File: config.mk
export PLATFORM = sky130hd
export DESIGN_NAME = mcw_front
export DESIGN_NICKNAME = d
export VERILOG_FILES = /design/src/sv/mcw_pkg.sv /design/src/sv/mcw_front.sv
export SDC_FILE = /design/constraint.sdc
export NUM_CORES = 1
export LEC_CHECK = 0
export BUFFER_PORTS_ARGS = -buffer_cell sky130_fd_sc_hd__buf_2
export CORE_MARGIN = 2
export CORE_UTILIZATION = 40
export DETAILED_ROUTE_END_ITERATION = 10
export PLACE_DENSITY = 0.66
export SLEW_MARGIN = 20
export SYNTH_ARGS = -nofsm -noshare
export SYNTH_HDL_FRONTEND = slang
export SYNTH_SLANG_ARGS = --single-unit
File: constraint.sdc
create_clock -name clk_i -period 1.7 [get_ports clk_i]
set_clock_uncertainty 0.1 [all_clocks]
set_input_delay 0.085 -clock clk_i [delete_from_list [all_inputs] [get_ports clk_i]]
set_output_delay 0.085 -clock clk_i [all_outputs]
set_load 0.02 [all_outputs]
File: src/sv/mcw_pkg.sv
`timescale 1ns / 1ps
package mcw_pkg;
  localparam int unsigned MaxText  = 4096;
  localparam int unsigned Alphabet = 256;
  localparam int unsigned PosW     = $clog2(MaxText);
  localparam int unsigned CntW     = PosW + 1;
  localparam int unsigned SymW     = $clog2(Alphabet);
  localparam int unsigned QDepth   = 2;

  typedef struct packed {
    logic       mode;
    logic [7:0] symbol;
    logic       last;
  } in_word_t;

  typedef struct packed {
    logic            found;
    logic [PosW-1:0] window_start;
    logic [CntW-1:0] window_length;
    logic            overflow;
  } out_word_t;

  // Classified word handed from front to back.
  typedef struct packed {
    logic            is_text;
    logic [SymW-1:0] sym;
    logic            last;
  } cmd_t;
endpackage

File: src/sv/mcw_front.sv
`timescale 1ns / 1ps
module mcw_front (
  input  logic              clk_i,
  input  logic              rst_ni,
  input  mcw_pkg::in_word_t in_data_i,
  input  logic              in_valid_i,
  output logic              in_ready_o,
  output mcw_pkg::cmd_t     cmd_o,
  output logic              cmd_valid_o,
  input  logic              cmd_ready_i
);
  import mcw_pkg::*;

  cmd_t              q_mem [QDepth];
  logic              wr_q, wr_d, rd_q, rd_d;
  logic [1:0]        cnt_q, cnt_d;
  logic              push, pop;
  cmd_t              c;

  always_comb begin
    c.is_text = in_data_i.mode;
    c.sym     = in_data_i.symbol[SymW-1:0];
    c.last    = in_data_i.last & in_data_i.mode;
  end

  assign in_ready_o  = (cnt_q != 2'(QDepth));
  assign push        = in_valid_i & in_ready_o;
  assign cmd_valid_o = (cnt_q != 2'd0);
  assign pop         = cmd_valid_o & cmd_ready_i;
  assign cmd_o       = q_mem[rd_q];
  assign wr_d        = push ? ~wr_q : wr_q;
  assign rd_d        = pop ? ~rd_q : rd_q;
  assign cnt_d       = cnt_q + {1'b0, push} - {1'b0, pop};

  always_ff @(posedge clk_i or negedge rst_ni) begin
    if (!rst_ni) begin
      wr_q  <= 1'b0;
      rd_q  <= 1'b0;
      cnt_q <= 2'd0;
    end else begin
      wr_q  <= wr_d;
      rd_q  <= rd_d;
      cnt_q <= cnt_d;
    end
  end

  always_ff @(posedge clk_i) begin
    if (push) q_mem[wr_q] <= c;
  end
endmodule

Yosys cells after proc, flatten, opt, wreduce, memory -nomap -nowiden
Memories as Yosys holds them, arrays and structs flattened.
Cells that the tools add are included.
- register bits after elaboration: 4
- bits in latches: 0
- RAM bits: 20
- bits in read-only memories: 0
- input port bits: 14
- word-level logic and storage cells: 15
- memories kept: 1
- add/subtract/negate cells: 2
- multipliers: 0
- divide/modulo/power cells: 0
- order comparisons: 0
- equality and inequality tests: 1
- shift-type cells: 0
- muxes and demuxes: 2
- bitwise logic cells: 5
- reductions and logical operators: 1
- memories (memory ; depth ; width ; rd ports ; clocked after Yosys merged registers in ; write ports ; RTL line ; text):
    q_mem ; 2 ; 10 ; 1 ; 0 ; 1 ; mcw_front.sv:14 ; cmd_t q_mem [QDepth];
- operators with widths (operator ; count):
    $and A1 B1 Y1 ; 3
    $add A2 B1 Y2 ; 1
    $mux W1 ; 2
    $ne A2 B2 Y1 const B ; 1
    $not A1 Y1 ; 2
    $reduce_bool A2 Y1 ; 1
    $sub A2 B1 Y2 ; 1

Logic depth before layout (Yosys ltp)
- depth in word-level cells: 4
- depth in mapped cells: 7

Least setup slack after synthesis
No wires, ideal clock.
- kind: register -> register
- start: register cnt_q[1]
- end: register cnt_q[1]
- setup time: 0.123 ns
- arrival time: 1.599 ns
- data required time: 1.477 ns
- path slack: -0.121 ns
- cell stages (with the launch flop): 8
- cells stage by stage: dfrtp_1 -> or2_1 -> and2_4 -> ha_1 -> inv_1 -> ha_1 -> xnor2_1 -> xnor2_1
- elaborated cells on any way between the ends: 6
- classes of those cells: add/sub: 2; eq/ne: 1; bitwise: 2; reduce/logical: 1
- RTL lines (element ; RTL line ; text):
    from (decl) ; mcw_front.sv:16 ; logic [1:0] cnt_q, cnt_d;
    from (signal assigned) ; mcw_front.sv:43 ; cnt_q <= cnt_d;
    $reduce_bool A2 Y1 ; mcw_front.sv:28 ; assign cmd_valid_o = (cnt_q != 2'd0);
    named net cmd_valid_o ; mcw_front.sv:9 ; output logic cmd_valid_o,
    $and A1 B1 Y1 ; mcw_front.sv:29 ; assign pop = cmd_valid_o & cmd_ready_i;
    named net pop ; mcw_front.sv:17 ; logic push, pop;
    $sub A2 B1 Y2 ; mcw_front.sv:33 ; assign cnt_d = cnt_q + {1'b0, push} - {1'b0, pop};
    named net cnt_d[1] ; mcw_front.sv:16 ;
The timed path passes the listed nets, and every way through them passes these cells.
A chain may end at the register's enable or synchronous reset.

Worst setup path in the final report
- start: register cnt_q[1]
- end: register cnt_q[1]
- elaborated cells on any way between the ends: 6
- classes of those cells: add/sub: 2; eq/ne: 1; bitwise: 2; reduce/logical: 1
- RTL lines (element ; RTL line):
    $reduce_bool A2 Y1 ; mcw_front.sv:28
    $and A1 B1 Y1 ; mcw_front.sv:29
    named net pop ; mcw_front.sv:17
    $sub A2 B1 Y2 ; mcw_front.sv:33
    named net cnt_d[1] ; mcw_front.sv:16
The timed path passes the listed nets, and every way through them passes these cells.

==> results_dict.tcl <==
set metrics [dict create \
    worst_slack_ns -0.0397 \
    initial_utilization 0.421 \
    peakVddDrop_mv 1.44 \
    core_um2 2190 \
    drt-initial-drc-count 0 \
    postSynthCellCount 49 \
    drc 0 \
    end_kind "flip-flop" \
    dp_cells 106 \
    setup_viol 1 \
    grt_first_pass_wirelength_um 2190 \
    die_y_um 52.0 \
    gp_congestion 0.607 \
    final_nets 112 \
    cts_buffer_depth 2 \
    path_clk_slew_ns 0.11 \
    drt_pass1_iterations 1 \
    avgRoutedWirePerCell_um 11.9 \
    finalPower_w 0.00208 \
    outcome "complete, but fails checks" \
    vias_per_cell 4.54 \
    dieArea_um2 2710 \
    violations "setup timing" \
    io_pins 26 \
    ys_warn_count 0 \
    ant_nets 0 \
    synth_nets 65 \
    routed_wl_um 1470 \
    drv_slew 0 \
    min_period_ns 1.74 \
    fin_crit_sh 1.02 \
    pwr_density_cell_nw_per_um2 1570 \
    overflow 0 \
    hpwl_um 1040 \
    antenna_found_initial 0 \
    critPathKind "reg2reg" \
    dpl_cell_area_um2 1120 \
    cts-root-buf "clkbuf_4" \
    die_w_um 52.0 \
    start_kind "flip-flop" \
    synth.avg_cell_area_um2 18.8 \
    grt_max_degree 14 \
    drv_cap 0 \
    worst_pin_slew_ns 0.483 \
    clock.fmax_mhz 575 \
    grt_setup_unrepaired "true" \
    syn2layout_area_growth_pct 43.1 \
    p_leak_nw 0.529 \
    clock_latency_ns 0.29 \
    cp.arrival_ns 1.86 \
    fp-row-count 17 \
    drive_gt1_frac 0.463 \
    grt_pass1_vias 550 \
    num_vias 559 \
    ys_types 16 \
    syn-cell-area_um2 923 \
    holdCritPathClass "in2reg" \
    cts_tree "built" \
    htreeDepth 1 \
    clock-sinks 24 \
    ys_ff_latch 24 \
    critPathMaxFanout 2 \
    final_cell_mix "buf_2 (25), edfxtp_1 (20), dlygate4sd3_1 (12)" \
    portBuffers 25 \
    layout_commonest_cell "buf_2" \
    cp.required_ns 1.82 \
    final_cell_area_um2 1320 \
    numCtsBuffers 3 \
    fin_cells 123 \
    max_slew_margin 0.678 \
    grt_use_total 0.116 \
    n_antenna_cell 0 \
    fin_util 0.603 \
    seq_area_frac_synth 0.759 \
    hold_violations 0 \
]
[state kept, by name, indices dropped and copies added, names as in the netlist]
name	cells
cnt_q	2
q_mem	20
rd_q	1
wr_q	1
[power by group]
group          total (W)  internal (W)  leakage [nW]  switching [W]
Combinational   0.000879      0.000430         0.276       0.000449
Clock           0.000277      0.000130        0.0210       0.000147
Sequential      0.000919      0.000822         0.232      0.0000978
[synth_stat cells (all sizes together)]
master	n	area [µm²]
edfxtp	20	601
mux2	10	113
dfrtp	4	100
xnor2	3	26.3
and2	2	15.0
ha	2	25.0
and3	1	6.26
buf	1	5.00
inv	1	3.75
nand2	1	3.75
nand2b	1	6.26
nor2	1	3.75
or2	1	6.26
xor2	1	8.76
[metrics by stage]
stage / TNS (ns) / setup WS, ns / hold WS [ns]
6_report: -0.0397 / -0.0397 / 0.00363
5_1_grt: -0.101 / -0.101 / 0.00371
4_1_cts: -0.0105 / -0.0105 / 0.00266
3_5_place_dp: -0.0340 / -0.0340 / -0.205
3_3_place_gp: 0 / 0.0233 / -0.204
2_1_floorplan: -0.0281 / -0.0281 / -0.311
[repair_timing]
action / CTS / global route
gates resized for setup: 4 / 3
buffers inserted: 0 / 1
hold endpoints to repair: 23 / 0
hold buffers: 12 / 0
pin swaps: 1 / 6
setup endpoints to repair: 8 / 1
[area by class of cell]
type                       count  area, µm²
timing repair buffer          43        290
clock buffer                   4       36.3
tap                           28       35.0
fill                         179        870
inverter                       1       6.26
multi-input combinational     23        251
sequential                    24        702
[critical path, cell delays in order, from the launching register on]
cell and delay [ns]:
dfrtp_1 0.40, or2_4 0.25, and2_4 0.17, ha_4 0.27
inv_4 0.03, ha_4 0.15, xnor2_2 0.16, xnor2_1 0.14
[metal layers]
layer	wire, µm	share of wire	GRT usage	up-vias
li1	-	-	-	274
met1	529	0.36	0.109	270
met2	870	0.59	0.236	13
met3	57	0.039	0.0287	2
met4	8	0.0055	0.0395	0
met5	0	0	0	-
[cell families after synthesis]
kind of cell               share of synthesized area
DFF                                            0.759
and+or+nand+nor                               0.0447
buffers and inverters                        0.00948
xor gates and xnor gates                      0.0379
adders and majority gates                     0.0271
muxes                                          0.122
[path summary, 6_finish.rpt]
kind                                          from                    end  slack [ns]  cells past startpoint
min in group asynchronous                   rst_ni     cnt_q[1]$_DFF_PN0_        0.56                      3
worst min register to register    wr_q$_DFFE_PN0N_       wr_q$_DFFE_PN0N_        0.41                      1
max in group asynchronous                   rst_ni       rd_q$_DFFE_PN0P_        0.75                      3
worst max register to register  cnt_q[1]$_DFF_PN0_     cnt_q[1]$_DFF_PN0_       -0.04                      7
worst min-delay path                  in_data_i[0]  q_mem[0][0]$_DFFE_PP_       0.004                      2
worst max-delay path            cnt_q[1]$_DFF_PN0_     cnt_q[1]$_DFF_PN0_       -0.04                      7
No activity file was read; power rests on OpenSTA's default activity.
